==> src/rtl/ilb_pkg.sv <==
// package of shared widths, codes and types for the iso lut blend block
package ilb_pkg;

   localparam int KIND_W     = 2;
   localparam int TAB_W      = 4;
   localparam int PT_W       = 10;
   localparam int KEY_W      = 32;
   localparam int CH_W       = 16;
   localparam int CH_N       = 4;
   localparam int ENTRY_W    = CH_W * CH_N;
   localparam int WGT_W      = 16;
   localparam int TIDX_W     = 6;
   localparam int TC_W       = 5;
   localparam int CSR_IDX_W  = 1;
   localparam int CSR_DATA_W = 32;

   localparam logic [KIND_W-1:0] KIND_KEY   = 2'd0;
   localparam logic [KIND_W-1:0] KIND_ENTRY = 2'd1;
   localparam logic [KIND_W-1:0] KIND_READ  = 2'd2;

   localparam logic [CSR_IDX_W-1:0] CSR_SENSOR_GAIN = 1'b0;
   localparam logic [CSR_IDX_W-1:0] CSR_TABLE_COUNT = 1'b1;

   typedef struct packed {
      logic [KEY_W-1:0]  min_k;
      logic [KEY_W-1:0]  max_k;
      logic [KEY_W-1:0]  lo_k;
      logic [KEY_W-1:0]  hi_k;
      logic [TIDX_W-1:0] min_t;
      logic [TIDX_W-1:0] max_t;
      logic [TIDX_W-1:0] lo_t;
      logic [TIDX_W-1:0] hi_t;
   } ilb_scan_type;

endpackage

==> src/rtl/ilb_key_scan.sv <==
// iso key memory and serial bracket scan over the active tables
module ilb_key_scan import ilb_pkg::*; #(
   parameter int TABLES = 16
) (
   input  logic                              clock,
   input  logic                              reset,
   input  logic                              key_we,
   input  logic [((TABLES > 1) ? $clog2(TABLES) : 1)-1:0] key_waddr,
   input  logic [KEY_W-1:0]                  key_wdata,
   input  logic                              start,
   input  logic [$clog2(TABLES + 1)-1:0]     count,
   input  logic [KEY_W-1:0]                  cur_iso,
   output logic                              done,
   output ilb_scan_type                      scan
);

   localparam int TW = (TABLES > 1) ? $clog2(TABLES) : 1;
   localparam int CW = $clog2(TABLES + 1);

   logic [KEY_W-1:0]  keys_mem [TABLES];
   logic [KEY_W-1:0]  key_rd_ff;
   logic [CW-1:0]     issue_ff, issue_in;
   logic [CW-1:0]     count_ff, count_in;
   logic              run_ff, run_in;
   logic              vld_ff, last_ff, done_ff;
   logic [TIDX_W-1:0] idx_ff;
   logic              lo_ok_ff, lo_ok_in, hi_ok_ff, hi_ok_in;
   ilb_scan_type      acc_ff, acc_in;
   logic              first, le_cur;

   always_ff @(posedge clock) begin
      if (key_we) begin
         keys_mem[key_waddr] <= key_wdata;
      end
      if (run_ff) begin
         key_rd_ff <= keys_mem[issue_ff[TW-1:0]];
      end
   end

   always_comb begin
      issue_in = issue_ff;
      count_in = count_ff;
      run_in   = run_ff;
      if (start) begin
         issue_in = '0;
         count_in = count;
         run_in   = 1'b1;
      end else if (run_ff) begin
         issue_in = issue_ff + CW'(1);
         if (issue_ff == count_ff - CW'(1)) begin
            run_in = 1'b0;
         end
      end
   end

   assign first  = (idx_ff == '0);
   assign le_cur = (key_rd_ff <= cur_iso);

   always_comb begin
      acc_in   = acc_ff;
      lo_ok_in = lo_ok_ff;
      hi_ok_in = hi_ok_ff;
      if (vld_ff) begin
         if (first || key_rd_ff < acc_ff.min_k) begin
            acc_in.min_k = key_rd_ff;
            acc_in.min_t = idx_ff;
         end
         if (first || key_rd_ff >= acc_ff.max_k) begin
            acc_in.max_k = key_rd_ff;
            acc_in.max_t = idx_ff;
         end
         lo_ok_in = first ? le_cur : (lo_ok_ff | le_cur);
         hi_ok_in = first ? !le_cur : (hi_ok_ff | !le_cur);
         if (le_cur) begin
            if (first || !lo_ok_ff || key_rd_ff >= acc_ff.lo_k) begin
               acc_in.lo_k = key_rd_ff;
               acc_in.lo_t = idx_ff;
            end
         end else begin
            if (first || !hi_ok_ff || key_rd_ff < acc_ff.hi_k) begin
               acc_in.hi_k = key_rd_ff;
               acc_in.hi_t = idx_ff;
            end
         end
      end
   end

   always_ff @(posedge clock) begin
      if (reset) begin
         run_ff  <= 1'b0;
         vld_ff  <= 1'b0;
         done_ff <= 1'b0;
      end else begin
         run_ff  <= run_in;
         vld_ff  <= run_ff;
         done_ff <= vld_ff && last_ff;
      end
      issue_ff <= issue_in;
      count_ff <= count_in;
      idx_ff   <= TIDX_W'(issue_ff);
      last_ff  <= (issue_ff == count_ff - CW'(1));
      acc_ff   <= acc_in;
      lo_ok_ff <= lo_ok_in;
      hi_ok_ff <= hi_ok_in;
   end

   assign done = done_ff;
   assign scan = acc_ff;

endmodule

==> config.mk <==
export PLATFORM = sky130hd
export DESIGN_NAME = ilb_key_scan
export DESIGN_NICKNAME = d
export VERILOG_FILES = /design/src/rtl/ilb_pkg.sv /design/src/rtl/ilb_key_scan.sv
export SDC_FILE = /design/constraint.sdc
export NUM_CORES = 1
export LEC_CHECK = 0
export BUFFER_PORTS_ARGS = -buffer_cell sky130_fd_sc_hd__buf_2
export CORE_MARGIN = 3
export CORE_UTILIZATION = 52
export CTS_CLUSTER_DIAMETER = 60
export DETAILED_ROUTE_END_ITERATION = 16
export PLACE_DENSITY = 0.7
export SETUP_SLACK_MARGIN = 0.4
export SYNTH_ARGS = -nofsm -noshare
export SYNTH_HDL_FRONTEND = slang
export SYNTH_SLANG_ARGS = --single-unit
==> constraint.sdc <==
create_clock -name clock -period 8.07 [get_ports clock]
set_input_delay 0 -clock clock [delete_from_list [all_inputs] [get_ports clock]]
set_output_delay 0 -clock clock [all_outputs]
set_load 0.1 [all_outputs]
**After elaboration in Yosys (flattened, before gate mapping)**

Memory sizes are Yosys's and may differ from the RTL's. A register that Yosys moved wholly into a read port is not among the register bits.
Index checks and enable logic that the tools add are counted.

- Flip-flop bits (word level): 169
- Bits in latches: 0
- Memory bits (writable): 512
- ROM bits: 0
- Output and inout port bits: 153
- Logic and storage cells: 51
- Memories: 1

Memory list:

| memory | words | width | read ports | clocked after memory_dff | write ports | line | RTL |
|---|---|---|---|---|---|---|---|
| keys_mem | 16 | 32 | 1 | 1 | 1 | ilb_key_scan.sv:20 | `logic [KEY_W-1:0] keys_mem [TABLES];` |

- $add $sub $neg: 2
- Multiply operators: 0
- Divide/modulo/power cells: 0
- Magnitude comparators: 5
- Equal/unequal tests: 1
- Shift-type cells: 0
- Mux-type cells: 7
- Bitwise logic cells: 3
- Reductions and logical operators: 15

Operator list:

| kind | number |
|---|---|
| >= comparator 32 bit | 2 |
| less-than comparator 32 bit | 2 |
| <= comparator 32 bit | 1 |
| 2-to-1 mux 1 bit | 7 |
| logical NOT 6 bit | 1 |
| logical OR 1 bit | 6 |
| AND reduction 3 bit | 2 |
| adder 5 x 1 -> 5 bit (second input constant) | 1 |
| == test 5 bit | 1 |
| subtractor 5 x 1 -> 5 bit (second input constant) | 1 |
| AND reduction 2 bit | 2 |
| logical NOT 1 bit | 3 |
| OR 1 bit | 2 |
| logical AND 1 bit | 1 |
| inverter 1 bit | 1 |

**Logic depth before layout (Yosys ltp)**

- Word-level depth: 5
- Gate-level depth with buffers: 8

**Worst setup path before layout**

No wires, ideal clock.

- Path type: flip-flop to flip-flop
- Start: register acc_ff (netlist bit scan[26])
- End: register acc_ff (netlist bit scan[0]), enable pin
- Library setup time: 0.499 ns
- Arrival: 5.147 ns
- Data required time: 7.571 ns
- Slack: 2.423 ns
- Stages on the path, launching flop included: 9
- Period minus slack after synthesis: 5.647 ns
- Cells stage by stage: edfxtp_1 > inv_1 > ha_1 > a211o_1 > a31oi_1 > o211ai_1 > a21oi_1 > o21ai_0 > a311oi_1

- Cells in the longest elaborated chain, start to end: 3

Ends and longest elaborated chain:

| item | line | RTL |
|---|---|---|
| from (decl) | ilb_key_scan.sv:28 | `ilb_scan_type acc_ff, acc_in;` |
| from (signal assigned) | ilb_key_scan.sv:102 | `acc_ff <= acc_in;` |
| less-than comparator 32 bit | ilb_key_scan.sv:80 | `if (first \|\| !hi_ok_ff \|\| key_rd_ff < acc_ff.hi_k) begin` |
| logical OR 1 bit | ilb_key_scan.sv:80 |  |
| AND reduction 3 bit (no line) | - |  |

Every way passes these cells.
A chain may end at the register's enable or synchronous reset.

**Worst setup path in the final report**

- Start: register key_rd_ff[14] (read register of keys_mem)
- End: register acc_ff (netlist bit scan[32]), enable pin

- Cells in the longest elaborated chain, start to end: 3
- Elaborated cells between the ends (all ways): 5
- Classes of those cells: order compare (2); bitwise (1); reduce/logical (2)

Ends and longest elaborated chain:

| item | line | RTL |
|---|---|---|
| from (decl) | ilb_key_scan.sv:21 | `logic [KEY_W-1:0] key_rd_ff;` |
| less-than comparator 32 bit / <= comparator 32 bit (equally long branches) | ilb_key_scan.sv:80, ilb_key_scan.sv:57 |  |
| logical OR 1 bit / inverter 1 bit (equally long branches) | - |  |
| AND reduction 3 bit (no line) * | - |  |

Every way passes the cells marked *; elsewhere a longest branch is shown, timed or not.

==> Flow_metrics.wiki <==
{| class="wikitable"
! Metric !! Value
|-
| Dominant combinational cell family by area after synthesis || multiplexers
|-
| Post-Synthesis Cells || about 1500
|-
| Critical path endpoint category || flop
|-
| Slew at the pin with the worst max-slew slack || 1.12 ns
|-
| Number of levels in the clock H-tree || 3
|-
| Worst hold margin || approximately 0.054 ns
|-
| Required time at the endpoint of the critical path || approximately 8.3 ns
|-
| Final critical delay including setup and external delays || roughly 4.0 ns
|-
| Origin of the worst min-delay path || key_waddr[0]
|-
| Gates resized, CTS repair || 0
|-
| Sort of element at the start of the critical path || flop
|-
| Count of unresolved DRC violations after routing || 0
|-
| Post-synthesis share of cell area spent on xor and xnor gates || less than 1%
|-
| Violation count after the first detailed-routing iteration || ~1600
|-
| Final cycle utilization of the critical path || approximately half
|-
| Total wirelength of the detailed-routed design || 67000 um
|-
| Critical setup path kind || reg2reg
|-
| Fin Clk Skew || around 0.023 ns
|-
| Leakage power total || 12.2 nW
|-
| Setup bufs post-CTS || 0
|-
| PwrDens || approximately 240 nW/um2
|-
| Max stage delay on crit path || approximately 0.85 ns
|-
| RSZ-0062 raised after global routing || false
|-
| Io pins || 230
|-
| Max Root-Sink Buffers || 3
|-
| CTS hold repair buffers || 39
|-
| Via density || between 5 and 6
|-
| Post-synth EDFFs || around 700
|-
| Worst EP arrival || approximately 4.2 ns
|-
| Final setup vio count || 0
|-
| Share of final-layout standard cells stronger than drive strength 1 || between 20% and 30%
|-
| Synthesized-area fraction occupied by and/or/nand/nor cells || 2.58%
|-
| Clk Tree Root Cell || sky130_fd_sc_hd__clkbuf_16
|-
| Multiplexer share of the synthesized area || about 12%
|-
| Final HPWL from detailed placement || between 40000 and 50000 um
|-
| Critical path peak fanout || 21
|-
| Clock buffers created by TritonCTS || 70
|-
| Post-Synthesis Cell Area || between 20000 and 30000 um2
|-
| Hold Path Class || in2reg
|-
| Worst slack at placement || around 4 ns
|-
| Share of flip-flops with an asynchronous set or reset after synthesis || 0%
|-
| Overall overflow remaining after global route || 0
|-
| Syn. warnings || 0
|-
| Die height || ~240 um
|-
| Maximum ir drop on the vdd rail || 0.000135 V
|-
| Worst flop-to-flop path startpoint || key_rd_ff[14]$_DFFE_PP_
|-
| Global Route Usage Sum || between 20% and 30%
|-
| CTS tree || yes
|-
| Via count of the first global-routing pass || roughly 16000
|-
| Critical-path top delay cell || sky130_fd_sc_hd__a311oi_4
|-
| Critical Path, Cell by Cell || ha_1 > nand4_1 > nor3_1 > a21boi_0 > o41a_1 > o21ai_1 > a311oi_4 > buf_4
|-
| Detailed-routing iteration count for the pre-antenna-repair pass || 5
|-
| Crit path setup slack, layout || about 4.1 ns
|-
| Via count of the routed design || 15400
|-
| Number of distinct library cells after synthesis || 48
|-
| Initial antenna violation count || 7
|-
| Initial core utilization || between 50% and 60%
|-
| Final Slew Violations || 0
|-
| Post-detailed-route count of antenna-violating nets || 0
|-
| Syn Area/Cell || 19.1 um2
|-
| Hold Path Sink || keys_mem[0][5]$_DFFE_PP_
|-
| Overall die width || around 240 um
|-
| Clock-pin transition on the worst setup and hold timing paths || ~0.060 ns
|-
| Area growth from synthesis to layout || 15.8%
|-
| Wire length of the first global-routing pass || between 100000 and 150000 um
|-
| Largest net degree at the start of global routing || 59
|-
| Maximum capacitance violations || 0
|-
| Count of cells along the worst hold path || 3
|-
| Reg-to-reg endpoint || scan[32]$_DFFE_PP_
|-
| Setup total negative slack || 0 ns
|-
| Num Clock Sinks || 713
|-
| Path depth of the worst reg2reg path || 8
|-
| Max_slew headroom || roughly 25%
|-
| Achievable clock frequency || ~0.25 GHz
|-
| Final-stage net count || 2101
|-
| Final Hold Vio Count || 0
|-
| Outcome || complete, no violations
|-
| Die Footprint || about 60000 um2
|-
| Share of synthesized cell area in full adder, half adder and majority cells || 6.80%
|-
| Num rows || 86
|-
| Core area || between 50000 and 60000 um2
|-
| Routed wirelength normalized by instance count || about 25 um
|-
| Setup slack of the most critical reg-to-reg path || just over 4 ns
|-
| Final estimated routing congestion in global placement || a little under 0.9
|-
| Number of buffer cells added on primary ports || ~230
|-
| Seq cells post-synth || 713
|-
| Compound-cell area share of the yosys netlist || around 2.9%
|-
| # fillers || just under 4000
|-
| Leading register cell type out of synthesis || sky130_fd_sc_hd__edfxtp_1
|-
| Fraction of the yosys area taken by sequential cells || 72.2%
|-
| Insertion delay to the later sink of the worst-skew pair || 0.60 ns
|}
==> where the power goes <==
group / internal, mW / switching (mW) / leakage, nW
clock: 1.66 / 1.32 / 1.01
sequential: 4.21 / 0.103 / 6.48
combinational: 0.306 / 0.665 / 4.74
==> worst max-delay path by stage <==
stage / start / end / slack, ns
floorplan: scan[26]$_DFFE_PP_ / scan[0]$_DFFE_PP_ / 2.42
finish: key_rd_ff[14]$_DFFE_PP_ / scan[32]$_DFFE_PP_ / 4.08
detailed placement: key_rd_ff[14]$_DFFE_PP_ / scan[25]$_DFFE_PP_ / 4.06
global route: key_rd_ff[14]$_DFFE_PP_ / scan[29]$_DFFE_PP_ / 3.91
global placement: key_rd_ff[13]$_DFFE_PP_ / scan[25]$_DFFE_PP_ / 4.20
CTS: key_rd_ff[14]$_DFFE_PP_ / scan[34]$_DFFE_PP_ / 4.09
==> worst max-delay path, delay by kind of cell, from the launching register on <==
kind / cells / cell delay (ns)
AO/OA/AOI/OAI: 4 / 1.64
adder cells (fa/ha/maj): 1 / 0.40
buffers and inverters: 1 / 0.48
flip-flops: 1 / 0.55
AND/OR/NAND/NOR: 2 / 0.57
==> registers in the layout, indices dropped and copies added, names as in the netlist <==
| name | count |
|---|---|
| run_ff | 1 |
| done | 1 |
| vld_ff | 1 |
| key_rd_ff | 32 |
| issue_ff | 5 |
| idx_ff | 5 |
| hi_ok_ff | 1 |
| last_ff | 1 |
| scan | 148 |
| lo_ok_ff | 1 |
| keys_mem | 512 |
| count_ff | 5 |
==> cell usage after synthesis, drive strengths merged (2+ instances only) <==
master,instances,area share (%)
edfxtp,699,71
inv,161,2.1
ha,160,6.8
mux4,160,12
a21oi,62,1.1
nand2,38,0.48
buf,33,0.77
nor2,33,0.42
o21ai,29,0.51
nand4,22,0.47
nand3,18,0.31
a21o,14,0.36
dfxtp,14,0.95
clkbuf,11,0.14
nand2b,9,0.19
nor3,8,0.14
a211oi,7,0.18
and4,7,0.21
a2111oi,5,0.17
nor2b,5,0.11
xnor2,5,0.15
a21boi,4,0.10
a31oi,4,0.085
nor4,4,0.085
xor2,4,0.12
nand3b,3,0.076
o211ai,3,0.076
a211o,2,0.059
a221oi,2,0.059
o21bai,2,0.051
or4,2,0.051
==> area by class of cell <==
cell class	instances	area (um2)	area share (%)
Tap cell	748	936	2.74
Antenna cell	4	10.0	0.0294
Multi-Input combinational cell	626	7480	21.9
Sequential cell	713	21300	62.4
Clock inverter	37	213	0.624
Clock buffer	85	1850	5.43
Timing Repair Buffer	292	1730	5.06
Inverter	161	604	1.77
==> through the flow <==
step / utilization (%) / power (mW) / cell area, um2 / cells
after floorplan: - / 5.08 / 29500 / 1544
after global placement: 57.0 / 5.32 / 31600 / 2501
after detailed placement: 57.0 / 5.35 / 31600 / 2501
after CTS: 61.4 / 8.34 / 34100 / 2662
after global routing: 61.4 / 8.55 / 34100 / 2662
final: 61.4 / 8.27 / 34100 / 2666
==> cells by family after synthesis <==
group,after synthesis
AO/OA/AOI/OAI,141
XOR/XNOR,9
adder cells (fa/ha/maj),160
buffers and inverters,205
flip-flops,713
multiplexers,161
other,1
AND/OR/NAND/NOR,151
==> layer usage <==
metal / GRT usage, % / vias to the layer above / wire length [um]
met5: 0 / - / 21
met4: 7.86 / 4 / 1870
met3: 3.62 / 126 / 4370
met2: 38.6 / 610 / 33300
met1: 30.8 / 7887 / 27500
li1: - / 6794 / -
==> layout by cell type, fill, tap and decap left out, types with 5 or more instances in the layout <==
cell,netlist,layout
sky130_fd_sc_hd__a211oi_1,7,7
sky130_fd_sc_hd__a21o_1,14,14
sky130_fd_sc_hd__a21oi_1,62,62
sky130_fd_sc_hd__and4_1,7,7
sky130_fd_sc_hd__buf_2,11,225
sky130_fd_sc_hd__buf_4,4,28
sky130_fd_sc_hd__clkbuf_1,11,13
sky130_fd_sc_hd__clkbuf_16,0,72
sky130_fd_sc_hd__clkinv_1,0,21
sky130_fd_sc_hd__clkinv_2,0,9
sky130_fd_sc_hd__dfxtp_1,14,9
sky130_fd_sc_hd__dlygate4sd3_1,0,39
sky130_fd_sc_hd__edfxtp_1,699,699
sky130_fd_sc_hd__ha_1,160,160
sky130_fd_sc_hd__inv_1,161,161
sky130_fd_sc_hd__mux4_2,160,160
sky130_fd_sc_hd__nand2_1,38,38
sky130_fd_sc_hd__nand2b_1,9,9
sky130_fd_sc_hd__nand3_1,18,18
sky130_fd_sc_hd__nand4_1,22,22
sky130_fd_sc_hd__nor2_1,33,21
sky130_fd_sc_hd__nor2_4,0,12
sky130_fd_sc_hd__nor2b_1,5,5
sky130_fd_sc_hd__o21ai_0,26,25
sky130_fd_sc_hd__xnor2_1,5,5
Power figures use the tool's default switching activity.
