File: src/rtl/ilb_pkg.sv
// package of shared widths, codes and types for the iso lut blend block
package ilb_pkg;

   localparam int KIND_W     = 2;
   localparam int TAB_W      = 4;
   localparam int PT_W       = 10;
   localparam int KEY_W      = 32;
   localparam int CH_W       = 16;
   localparam int CH_N       = 4;
   localparam int ENTRY_W    = CH_W * CH_N;
   localparam int WGT_W      = 16;
   localparam int TIDX_W     = 6;
   localparam int TC_W       = 5;
   localparam int CSR_IDX_W  = 1;
   localparam int CSR_DATA_W = 32;

   localparam logic [KIND_W-1:0] KIND_KEY   = 2'd0;
   localparam logic [KIND_W-1:0] KIND_ENTRY = 2'd1;
   localparam logic [KIND_W-1:0] KIND_READ  = 2'd2;

   localparam logic [CSR_IDX_W-1:0] CSR_SENSOR_GAIN = 1'b0;
   localparam logic [CSR_IDX_W-1:0] CSR_TABLE_COUNT = 1'b1;

   typedef struct packed {
      logic [KEY_W-1:0]  min_k;
      logic [KEY_W-1:0]  max_k;
      logic [KEY_W-1:0]  lo_k;
      logic [KEY_W-1:0]  hi_k;
      logic [TIDX_W-1:0] min_t;
      logic [TIDX_W-1:0] max_t;
      logic [TIDX_W-1:0] lo_t;
      logic [TIDX_W-1:0] hi_t;
   } ilb_scan_type;

endpackage

File: src/rtl/ilb_divider.sv
// restoring divider for the q16 blend weight, one quotient bit per cycle
module ilb_divider import ilb_pkg::*; (
   input  logic             clock,
   input  logic             reset,
   input  logic             start,
   input  logic [KEY_W-1:0] num,
   input  logic [KEY_W-1:0] den,
   output logic             done,
   output logic [WGT_W-1:0] quo
);

   localparam int NW = $clog2(WGT_W + 1);

   logic [KEY_W-1:0] rem_ff, rem_in;
   logic [KEY_W-1:0] den_ff;
   logic [WGT_W-1:0] quo_ff, quo_in;
   logic [NW-1:0]    cnt_ff, cnt_in;
   logic             busy_ff, busy_in, done_ff;
   logic [KEY_W:0]   shifted;
   logic [KEY_W+1:0] diff;
   logic             ge;
   logic             last_step;

   assign shifted   = {rem_ff, 1'b0};
   assign diff      = {1'b0, shifted} - {2'b00, den_ff};
   assign ge        = !diff[KEY_W+1];
   assign last_step = (cnt_ff == NW'(WGT_W - 1));

   always_comb begin
      rem_in  = rem_ff;
      quo_in  = quo_ff;
      cnt_in  = cnt_ff;
      busy_in = busy_ff;
      if (start) begin
         rem_in  = num;
         quo_in  = '0;
         cnt_in  = '0;
         busy_in = 1'b1;
      end else if (busy_ff) begin
         rem_in = ge ? diff[KEY_W-1:0] : shifted[KEY_W-1:0];
         quo_in = {quo_ff[WGT_W-2:0], ge};
         cnt_in = cnt_ff + NW'(1);
         if (last_step) begin
            busy_in = 1'b0;
         end
      end
   end

   always_ff @(posedge clock) begin
      if (reset) begin
         busy_ff <= 1'b0;
         done_ff <= 1'b0;
      end else begin
         busy_ff <= busy_in;
         done_ff <= busy_ff && last_step;
      end
      rem_ff <= rem_in;
      quo_ff <= quo_in;
      cnt_ff <= cnt_in;
      if (start) begin
         den_ff <= den;
      end
   end

   assign done = done_ff;
   assign quo  = quo_ff;

endmodule

File: config.mk
export PLATFORM = sky130hd
export DESIGN_NAME = ilb_divider
export DESIGN_NICKNAME = d
export VERILOG_FILES = /design/src/rtl/ilb_pkg.sv /design/src/rtl/ilb_divider.sv
export SDC_FILE = /design/constraint.sdc
export NUM_CORES = 1
export LEC_CHECK = 0
export BUFFER_PORTS_ARGS = -buffer_cell sky130_fd_sc_hd__buf_2
export CORE_ASPECT_RATIO = 0.5
export CORE_MARGIN = 5
export CORE_UTILIZATION = 45
export CTS_BUF_LIST = sky130_fd_sc_hd__clkbuf_8
export DETAILED_ROUTE_END_ITERATION = 12
export GPL_ROUTABILITY_DRIVEN = 0
export PLACE_DENSITY = 0.68
export SLEW_MARGIN = 10
export SYNTH_ARGS = -nofsm -noshare
export SYNTH_HDL_FRONTEND = slang
export SYNTH_SLANG_ARGS = --single-unit
File: constraint.sdc
create_clock -name clock -period 2.95 [get_ports clock]
set_clock_uncertainty 0.1 [all_clocks]
set_input_delay 0 -clock clock [delete_from_list [all_inputs] [get_ports clock]]
set_output_delay 0 -clock clock [all_outputs]
set_load 0.05 [all_outputs]
## Yosys cells after proc, flatten, opt, wreduce, memory -nomap -nowiden

Cells that the tools add are included.

| word-level totals | value |
|---|---|
| register bits after elaboration | 87 |
| bits in latches | 0 |
| RAM bits | 0 |
| memory bits (read-only) | 0 |
| bits of input ports | 67 |
| output and inout port bits | 17 |
| logic and storage cells | 18 |
| memories kept | 0 |

| cells by class | value |
|---|---|
| $add $sub $neg | 2 |
| multipliers | 0 |
| div/mod/pow operators | 0 |
| order comparisons | 0 |
| equal/unequal tests | 1 |
| shift-type cells | 0 |
| muxes and demuxes | 6 |
| bitwise operators | 0 |
| reduce and logical (&&, ||, !) cells | 3 |

Operator list:

| cell | number |
|---|---|
| $mux W32 | 3 |
| $sub A33 B32 Y34 | 1 |
| $add A5 B1 Y5 const B | 1 |
| $eq A5 B4 Y1 const B | 1 |
| $mux W1 | 3 |
| $reduce_bool A2 Y1 | 1 |
| $logic_and A1 B1 Y1 | 1 |
| $logic_not A1 Y1 | 1 |

## Depth between registers and ports, before layout

Gate-level depths: netlist (run 1).

| logic depth | value |
|---|---|
| depth in word-level cells | 4 |
| mapped depth | 13 |
| depth with buffers taken out | 10 |

## Worst setup path before layout (run 1)

Ideal clock, no wire load.

| path | value |
|---|---|
| path kind | flip-flop to flip-flop |
| start point | reg rem_ff[0] |
| end point | reg rem_ff[28], data pin |
| library setup time | 261 ps |
| arrival | 2624 ps |
| data required time | 2589 ps |
| path slack | -34 ps |
| cell stages (with the launch flop) | 10 |
| buffers on the path | 0 |
| period minus slack after synthesis | 2984 ps |
| cell sequence | edfxtp_1 fa_1 a211oi_1 o21ai_2 nand4b_4 nand3_2 o21ai_2 nor4b_1 or4_1 a221o_1 |

| on the way | value |
|---|---|
| cells in the longest elaborated chain, start to end | 4 |

RTL lines:

| what | RTL line | source |
|---|---|---|
| start, declared | ilb_divider.sv:14 | `logic [KEY_W-1:0] rem_ff, rem_in;` |
| start signal, assigned | ilb_divider.sv:57 | `rem_ff <= rem_in;` |
| $sub A33 B32 Y34 | ilb_divider.sv:25 | `assign diff = {1'b0, shifted} - {2'b00, den_ff};` |
| $mux W32 | ilb_divider.sv:40 | `rem_in = ge ? diff[KEY_W-1:0] : shifted[KEY_W-1:0];` |
| $mux W32 | ilb_divider.sv:39 | `end else if (busy_ff) begin` |
| $mux W32 | ilb_divider.sv:34 | `if (start) begin` |
| net rem_in[28] | ilb_divider.sv:14 |  |

The timed path passes the listed nets, and every way through them passes these cells. The select of a mux whose other input is x is not followed.
A chain may end at the register's enable or synchronous reset.

## Final worst setup path (run 1)

| path | value |
|---|---|
| start point | reg rem_ff[8] |
| end point | reg rem_ff[28], data pin |

Same word-level chain as after synthesis.

==> flow_summary.toml, run 1 <==
[cts]
cts_tree = "built"
clk_pin_slew_worst_paths_ns = 0.11
insertion_delay_ns = 0.38
clock-root-buffer = "clkbuf_8"
cts.sink_count = 87
htree_levels = 3
numCtsBuffers = 9
clock_path_buffers = 2

[yosys]
ys_ff_latch = 87
synth-main-ff-cell = "edfxtp_1"
synthCells = 550
syn_avg_cell_area_um2 = 9.76
syn_nets = 651
synthDistinctLibCells = 56
yosysSeqAreaShare = 0.444
synth_edf_count = 64
syn_area_um2 = 5370
async_flop_share = 0
yosysWarnings = 0

[routing]
wirelength_mm = 14.8
ant_nets = 0
drt_iter0_markers = 474
vias = 4941
drt_first_pass_iters = 5
drc_errors = 0
wl_per_cell_um = 16.1
routed_via_density = 5.36

[placement]
dp_hpwl_mm = 9.37
port_buffers = 83
dp_slack_ns = -0.0801

[power]
combPwrFrac = 0.574
vdd.ir_drop.worst_v = 0.000322
total_power_mw = 6.08
internal-power_mw = 3.69
netSwitchingPower_mw = 2.39
p_clk_frac = 0.142
cellLeakagePower_nw = 3.29
pwr-share-seq = 0.284
p_per_area_nw_per_um2 = 793
switching_share = 0.393

[outcome]
status = "complete, no violations"

[hold_path]
hold_path_end = "den_ff[1]"
hp-start = "den[1]"
min_delay_path_depth = 2
hold_path_class = "input pin to flip-flop"

[global_routing]
grt_pass1_wl_mm = 23.3
grt_pass1_vias = 4781
antenna_found_initial = 0
top_usage_layer = "met2"
grt_max_degree = 72
gr-total-overflow = 0
grtUsageMet3 = 0.0397
grt_usage = 0.204
grt_use_met2 = 0.336
use_met1 = 0.279

[floorplanning]
fp.dieW_um = 164
die_h_um = 87.2
ios = 84
initial_core_util = 0.457
dieArea_um2 = 14300
rows = 28
coreArea_um2 = 11700

[timing]
setup_viol = 0
fin_crit_sh = 0.990
maxClockFrequency_mhz = 342
drv_slew = 0
layout_min_cycle_time_ns = 2.92
tightest_slew_ns = 0.872
slew_headroom = 0.418
hold_slack_ns = 0.211
rsz0062_at_grt = "true"
fin_ws_ns = 0.0294
hold_violations = 0

[setup_path]
start_kind = "flip-flop"
arrival_ns = 2.96
critPathRequiredTime_ns = 2.99
crit_slowest_cell = "or4_1"
worstPathCellList = "ha_4 > and4_4 > nand2_1 > nand4b_4 > nand3_4 > o21ai_4 > o2111a_1 > or4_1 > a221o_1"
path_buf_inv = 0
critPathMaxStageDelay_ns = 0.51
startpoint = "rem_ff[8]"
cp-end-kind = "flip-flop"
crit_type = "flip-flop to flip-flop"
ff2ff_setup_slack_ns = 0.03
r2r-start = "rem_ff[8]"
r2r-end = "rem_ff[28]"
path_max_fanout = 5
cpLargestDelayFamily = "simple AND/OR/NAND/NOR gates"
worstRegToRegCells = 9

[layout]
area_growth_pct = 42.7
drive_gt1_frac = 0.303
fillers = 886
fin_nets = 851

[job]
maxCapViolations = 0
## per-stage QoR
stage	util	std cells	area, um2	TNS, ns
detailed placement	0.529	817	6210	-0.467
global placement	0.529	817	6210	-0.0269
global route	0.653	920	7660	-0.491
CTS	0.618	904	7250	0
finish	0.653	921	7660	0
floorplan	-	550	5370	0
## timing repair
action	in CTS	in global routing
pin swaps	7	31
setup buffers	4	15
endpoints found under the hold margin	73	0
setup endpoints to repair	14	29
hold buffers	66	0
gates resized for setup	20	58
gates cloned	1	1
## metal layers
| layer | up-vias | share of wire |
|---|---|---|
| li1 | 2405 | - |
| met1 | 2328 | 0.45 |
| met2 | 187 | 0.47 |
| met3 | 21 | 0.067 |
| met4 | 0 | 0.014 |
| met5 | - | 0 |
## power by group through the flow
stage	clock network, mW	registers (mW)	logic [mW]
after global placement	0	1.70	2.60
after global routing	0.930	1.75	3.78
after detailed placement	0	1.71	2.65
after floorplan	0	1.69	1.91
final	0.863	1.73	3.49
after CTS	0.888	1.70	2.94
## final cells by class
class	count	area (um2)	area share
multi-input cells	394	3040	0.397
clock buffers	9	124	0.0162
well taps	165	206	0.0269
diodes	1	2.50	0.000327
repair buffers	215	1670	0.218
clock inverters	7	75.1	0.00980
flip-flops and latches	87	2380	0.311
inverters	43	161	0.0211
## placed cells by master, fill, tap and decap left out, types with 19 or more instances in the layout
cell / count
mux2i_1: 20
xnor2_1: 19
dfxtp_1: 23
inv_1: 39
a21oi_1: 26
nor2_1: 53
dlygate4sd3_1: 66
buf_2: 82
nand2_1: 59
edfxtp_1: 64
buf_4: 58
## sequential cells by signal (all words and copies together), names as in the netlist
signal	count
busy_ff	1
den_ff	32
quo	16
rem_ff	32
cnt_ff	5
done	1
## cells in the mapped netlist, drive strengths merged (10+ instances only)
library cell | count | area, um2
edfxtp | 64 | 1920
nand2 | 59 | 221
nor2 | 56 | 210
inv | 43 | 161
a21oi | 34 | 170
ha | 33 | 413
dfxtp | 23 | 460
o21ai | 23 | 123
mux2i | 20 | 200
xnor2 | 19 | 166
a31oi | 16 | 100
a21o | 14 | 105
nand3 | 14 | 75.1
buf | 13 | 110
clkbuf | 13 | 50.0
and3 | 10 | 62.6
## worst max path at each step
stage,cells after the start,slack (ns),end
finish,9,0.03,rem_ff[28]
global route,11,-0.06,rem_ff[23]
CTS,9,0.003,rem_ff[28]
detailed placement,9,-0.08,rem_ff[28]
global placement,9,-0.03,rem_ff[28]
floorplan,9,0.04,rem_ff[28]
## kinds of logic after synthesis
group           after synthesis  synth area share
compound gates              142             0.186
xor+xnor                     27            0.0440
fa+ha+maj                    34            0.0806
buf+inv                      69            0.0599
flops                        87             0.444
mux                          20            0.0373
simple gates                171             0.148
Note: power is estimated with default switching activity, not from simulation.
==> inputs of run 2 (changes only) <==
ABC_AREA = 1   (was default)
PLACE_DENSITY = default   (was 0.68)
clock period = 3.3 ns   (was 2.95 ns; I/O delays follow)
==> run 2 against run 1 <==
Compared with the run above: design area grew 0.33%; die area grew 14%; sequential share of layout area shrank 0.10 points; global-route usage grew 0.35 points; area after synthesis grew 16%; combinational power shrank 47%; register-to-register slack gained 0.33 ns; via count grew 18%; critical path type unchanged; sequential cell count is the same; first-iteration DRC count shrank 20%; highest routed layer unchanged; worst setup slack gained 0.33 ns.
==> flow_summary.toml, run 2 <==
[outcome]
status = "complete, no violations"

[power]
internal-power_mw = 2.40
vdd.ir_drop.worst_v = 0.000302
cellLeakagePower_nw = 4.03
pwr-share-seq = 0.341
combPwrFrac = 0.451
switching_share = 0.414
total_power_mw = 4.10
p_per_area_nw_per_um2 = 534
netSwitchingPower_mw = 1.70
p_clk_frac = 0.207

[timing]
maxClockFrequency_mhz = 340
hold_violations = 0
rsz0062_at_grt = "false"
drv_slew = 0
layout_min_cycle_time_ns = 2.94
final.setup.tns_ns = 0
setup_viol = 0
tightest_slew_ns = 0.731
slew_headroom = 0.512
fin_crit_sh = 0.891

[yosys]
ys_ff_latch = 87
post-synth-top-count-cell = "nand2_1"
synth-main-ff-cell = "edfxtp_1"
syn_nets = 992
synth_top_cells_by_area = "edfxtp_1 31%, nand2_1 20%, inv_1 10%"
synth_common_cells = "337 x nand2_1, 173 x inv_1, 71 x nand3_1"
synthCells = 891
synthAdderAreaFrac = 0.0696
synth_top_family_by_area = "simple AND/OR/NAND/NOR gates"
async_flop_share = 0
yosysTopAreaCell = "edfxtp_1"
yosys.area.top_type_share = 0.309
synthDistinctLibCells = 38
yosysWarnings = 0
synthMuxAreaShare = 0
synth_edf_count = 64
yosysSeqAreaShare = 0.383
synth-compound-area-share = 0.0388
syn_area_um2 = 6220
syn_avg_cell_area_um2 = 6.98
yosys.area_share.simple = 0.361
synth_xor_area_frac = 0.0211

[cts]
clk_pin_slew_worst_paths_ns = 0.10
post_cts.repair.setup_buffers = 0
numCtsBuffers = 9
htree_levels = 3
clock_path_buffers = 2
cts.sink_count = 87
cts_resized = 0
cts_tree = "built"
clock-root-buffer = "clkbuf_8"
insertion_delay_ns = 0.40

[layout]
register_area_um2 = 2380
fillers = 1340
diodes = 0
final_common_cell = "nand2_1"
final_cell_mix = "337 x nand2_1, 173 x inv_1, 83 x buf_2, 71 x nand3_1, 66 x dlygate4sd3_1"
drive_gt1_frac = 0.122
multi_input_area_um2 = 3050
fin_nets = 1138
area_growth_pct = 23.6
fin_cells = 1234

[setup_path]
start_kind = "flip-flop"
crit_type = "flip-flop to flip-flop"
worstRegToRegCells = 10
path_max_fanout = 33
critPathRequiredTime_ns = 3.46
cp-end-kind = "flip-flop"
arrival_ns = 3.10

[floorplanning]
coreArea_um2 = 13600
ios = 84
die_h_um = 93.1
dieArea_um2 = 16400
initial_core_util = 0.459
fp.dieW_um = 176
rows = 30

[job]
maxCapViolations = 0

[routing]
ant_nets = 0
wl_per_cell_um = 13.5
drt_iter0_markers = 381
drt_first_pass_iters = 5
routed_via_density = 4.72
wirelength_mm = 16.6
vias = 5827
drc_errors = 0

[global_routing]
grt_pass1_vias = 5492
antenna_found_initial = 0
grt_usage = 0.208
grt_max_degree = 34
gr-total-overflow = 0
grt_pass1_wl_mm = 27.2

[placement]
port_buffers = 83
dp_hpwl_mm = 12.4
dp.cells = 1152

[hold_path]
hold_path_class = "input pin to flip-flop"
min_delay_path_depth = 3
[run 2: changes by cell type in the layout (fill, tap and decap cells not counted), sizes merged, moves of 16 or more]
cell	delta
nand2	+285
nand3	+58
mux2i	-20
buf	-59
a21oi	-16
nand3b	+27
o21ai	-18
inv	+133
[run 2: what timing repair did]
item                                   4_1_cts  5_1_grt
setup endpoints to repair                    0        0
endpoints found under the hold margin       69        0
hold buffers                                66        0
[run 2: logic make-up after synthesis]
kind of cell,after synthesis
XOR/XNOR,15
adder cells (fa/ha/maj),34
buffers and inverters,199
AO/OA/AOI/OAI,42
flip-flops,87
AND/OR/NAND/NOR,514
[run 2: area by class of cell]
cell class	instances	share of cell area
inverters	179	0.0874
repair buffers	155	0.146
clock inverters	7	0.0130
well taps	192	0.0312
flip-flops and latches	87	0.310
clock buffers	9	0.0161
multi-input cells	605	0.397
[run 2: path summary, 6_finish.rpt]
check / start / to / slack [ns]
max: rem_ff[29] / rem_ff[23] / 0.36
min: reset / done / 0.20
max reg2reg: rem_ff[29] / rem_ff[23] / 0.36
min reg2reg: quo[15] / quo[15] / 0.37
[run 2: power groups by stage]
| stage | logic [mW] | registers, mW | clock network (mW) |
|---|---|---|---|
| floorplan | 1.38 | 1.41 | 0 |
| global route | 2.11 | 1.42 | 0.918 |
| finish | 1.85 | 1.40 | 0.850 |
| global placement | 1.75 | 1.42 | 0 |
| CTS | 1.84 | 1.40 | 0.869 |
| detailed placement | 1.76 | 1.42 | 0 |
[run 2: critical path, cell delays in order (launching register included)]
cell	delay (ns)
edfxtp_1	0.42
ha_1	0.37
a21oi_1	0.25
nor2_1	0.06
nor3_1	0.21
nand2_1	0.19
nor2_8	0.47
nand2_4	0.36
nand2_1	0.19
nand3_1	0.08
nand2_1	0.08
[run 2: through the flow]
stage                     utilization  hold WS, ns  area [um2]  setup slack [ns]
after floorplan                     -      -0.0280        6220             0.953
after global placement          0.502       0.0747        6800             0.504
after detailed placement        0.502       0.0781        6800             0.480
after CTS                       0.567        0.190        7690             0.446
after global routing            0.567        0.183        7690             0.146
final                           0.567        0.198        7690             0.360
[run 2: per-layer routing]
metal,share of wire,global-route usage,vias up
li1,-,-,3080
met1,0.53,0.313,2581
met2,0.39,0.298,150
met3,0.077,0.0553,16
met4,0.0084,0.0389,0
met5,0,0,-
==> inputs of run 3 (changes only) <==
CELL_PAD_IN_SITES_DETAIL_PLACEMENT = 1   (was default)
CELL_PAD_IN_SITES_GLOBAL_PLACEMENT = 1   (was default)
CORE_ASPECT_RATIO = 1.1   (was 0.5)
CORE_UTILIZATION = 43   (was 45)
PLACE_DENSITY_LB_ADDON = 0.1   (was default)
SETUP_SLACK_MARGIN = 0.02   (was default)
==> run 3 against run 2 <==
Compared with the run above: routed wire length increased by 23%; critical path depth up 4; sequential power about the same; via count grew 5.7%; largest power group unchanged; highest routed layer unchanged.
==> flow_summary.toml, run 3 (synthesis gave the netlist of run 2 again) <==
[layout]
final_cell_mix = "337 x nand2_1, 173 x inv_1, 83 x buf_2, 71 x nand3_1, 66 x dlygate4sd3_1"
fin_nets = 1137
area_growth_pct = 23.0
fin_cells = 1233
diodes = 0
drive_gt1_frac = 0.121
final_common_cell = "nand2_1"

[timing]
slew_headroom = 0.482
fin_ws_ns = 0.464
drv_slew = 0
layout_min_cycle_time_ns = 2.84
fin_crit_sh = 0.859
hold_violations = 0
tightest_slew_ns = 0.776
setup_viol = 0
rsz0062_at_grt = "false"
final.setup.tns_ns = 0
maxClockFrequency_mhz = 353

[setup_path]
path_max_fanout = 17
r2r-start = "rem_ff[22]"
crit_slowest_cell = "edfxtp_1"
worstPathCellList = "ha_1 > nand2_1 > inv_2 > nand2_1 > nand3_1 > a21oi_2 > nor2_4 > nor2_8 > buf_4 > nand3_1 > nand2_1 > inv_1 > nand2_1 > nand2_1"
critical_path.most_common_cell = "nand2_1"
critPathRequiredTime_ns = 3.37
crit_type = "flip-flop to flip-flop"
critPathMaxStageDelay_ns = 0.43
r2r-end = "rem_ff[29]"
arrival_ns = 2.90
start_kind = "flip-flop"
ff2ff_setup_slack_ns = 0.46
cp-end-kind = "flip-flop"
worstRegToRegCells = 14

[hold_path]
hp-start = "den[26]"
hold_path_class = "input pin to flip-flop"
min_delay_path_depth = 2
hold_path_end = "den_ff[26]"

[power]
p_clk_frac = 0.192
internal-power_mw = 2.33
netSwitchingPower_mw = 1.83
switching_share = 0.439
combPwrFrac = 0.470
cellLeakagePower_nw = 4.02
p_per_area_nw_per_um2 = 544
pwr-share-seq = 0.338
vdd.ir_drop.worst_v = 0.000287
total_power_mw = 4.16

[routing]
ant_nets = 0
wl_per_cell_um = 16.6
drt_first_pass_iters = 5
routed_via_density = 5.00
wirelength_mm = 20.5
vias = 6162
drt_iter0_markers = 282
drc_errors = 0

[placement]
dp_hpwl_mm = 15.0
dp_slack_ns = 0.514
dp.cells = 1151
port_buffers = 83

[global_routing]
grt_max_degree = 66
grt_usage = 0.250
grt_pass1_vias = 6750
grt_pass1_wl_mm = 34.0
antenna_found_initial = 0
gr-total-overflow = 0

[floorplanning]
fp.dieW_um = 125
rows = 46
initial_core_util = 0.434
ios = 84
dieArea_um2 = 17000
die_h_um = 136
coreArea_um2 = 14300

[cts]
clock-root-buffer = "clkbuf_8"
cts.sink_count = 87
insertion_delay_ns = 0.40
cts_tree = "built"
clock_path_buffers = 2
clk_pin_slew_worst_paths_ns = 0.12
numCtsBuffers = 9
htree_levels = 3

[outcome]
status = "complete, no violations"

[job]
maxCapViolations = 0
## run 3: final cells by class
cell class,count,area (um2)
Clock buffer,9,124
Clock inverter,7,68.8
Multi-Input combinational cell,605,3050
Timing Repair Buffer,154,1110
Tap cell,192,240
Sequential cell,87,2380
Fill cell,1892,6680
Inverter,179,672
## run 3: through the flow
step | util | instance area (um2) | hold slack (ns)
global placement | 0.474 | 6800 | 0.0765
global route | 0.534 | 7650 | 0.193
detailed placement | 0.474 | 6800 | 0.0787
finish | 0.534 | 7650 | 0.199
CTS | 0.534 | 7650 | 0.183
floorplan | - | 6220 | -0.0280
## run 3: how the worst max path moves through the flow
stage / start / end / slack, ns
after floorplan: busy_ff / rem_ff[0] / 0.95
after global placement: rem_ff[22] / rem_ff[27] / 0.59
after detailed placement: rem_ff[22] / rem_ff[27] / 0.51
after CTS: rem_ff[22] / rem_ff[27] / 0.50
after global routing: rem_ff[29] / rem_ff[25] / 0.30
final: rem_ff[22] / rem_ff[29] / 0.46
## run 3: worst max-delay path, delay by kind of cell (launching register included)
kind,cells,cell delay [ns]
AOI/OAI and AO/OA,1,0.22
and+or+nand+nor,9,0.95
adders and majority gates,1,0.43
buffers and inverters,3,0.46
DFF,1,0.43
## run 3: power by group through the flow
stage                     Clock, mW  Sequential (mW)  Combinational, mW
after floorplan                   0             1.41               1.38
after global placement            0             1.42               1.80
after detailed placement          0             1.43               1.86
after CTS                     0.822             1.41               1.94
after global routing          0.857             1.42               2.20
final                         0.799             1.41               1.95
## run 3: repair_timing
item / in CTS / in global routing
buffers inserted: 0 / 0
hold endpoints to repair: 74 / 0
hold buffers: 66 / 0
gates resized for setup: 0 / 0
## run 3: per-layer routing
metal  GRT usage  wire (um)
met3      0.0377        779
met2       0.464      10500
met1       0.295       8740
met5           0          0
met4      0.0853        414
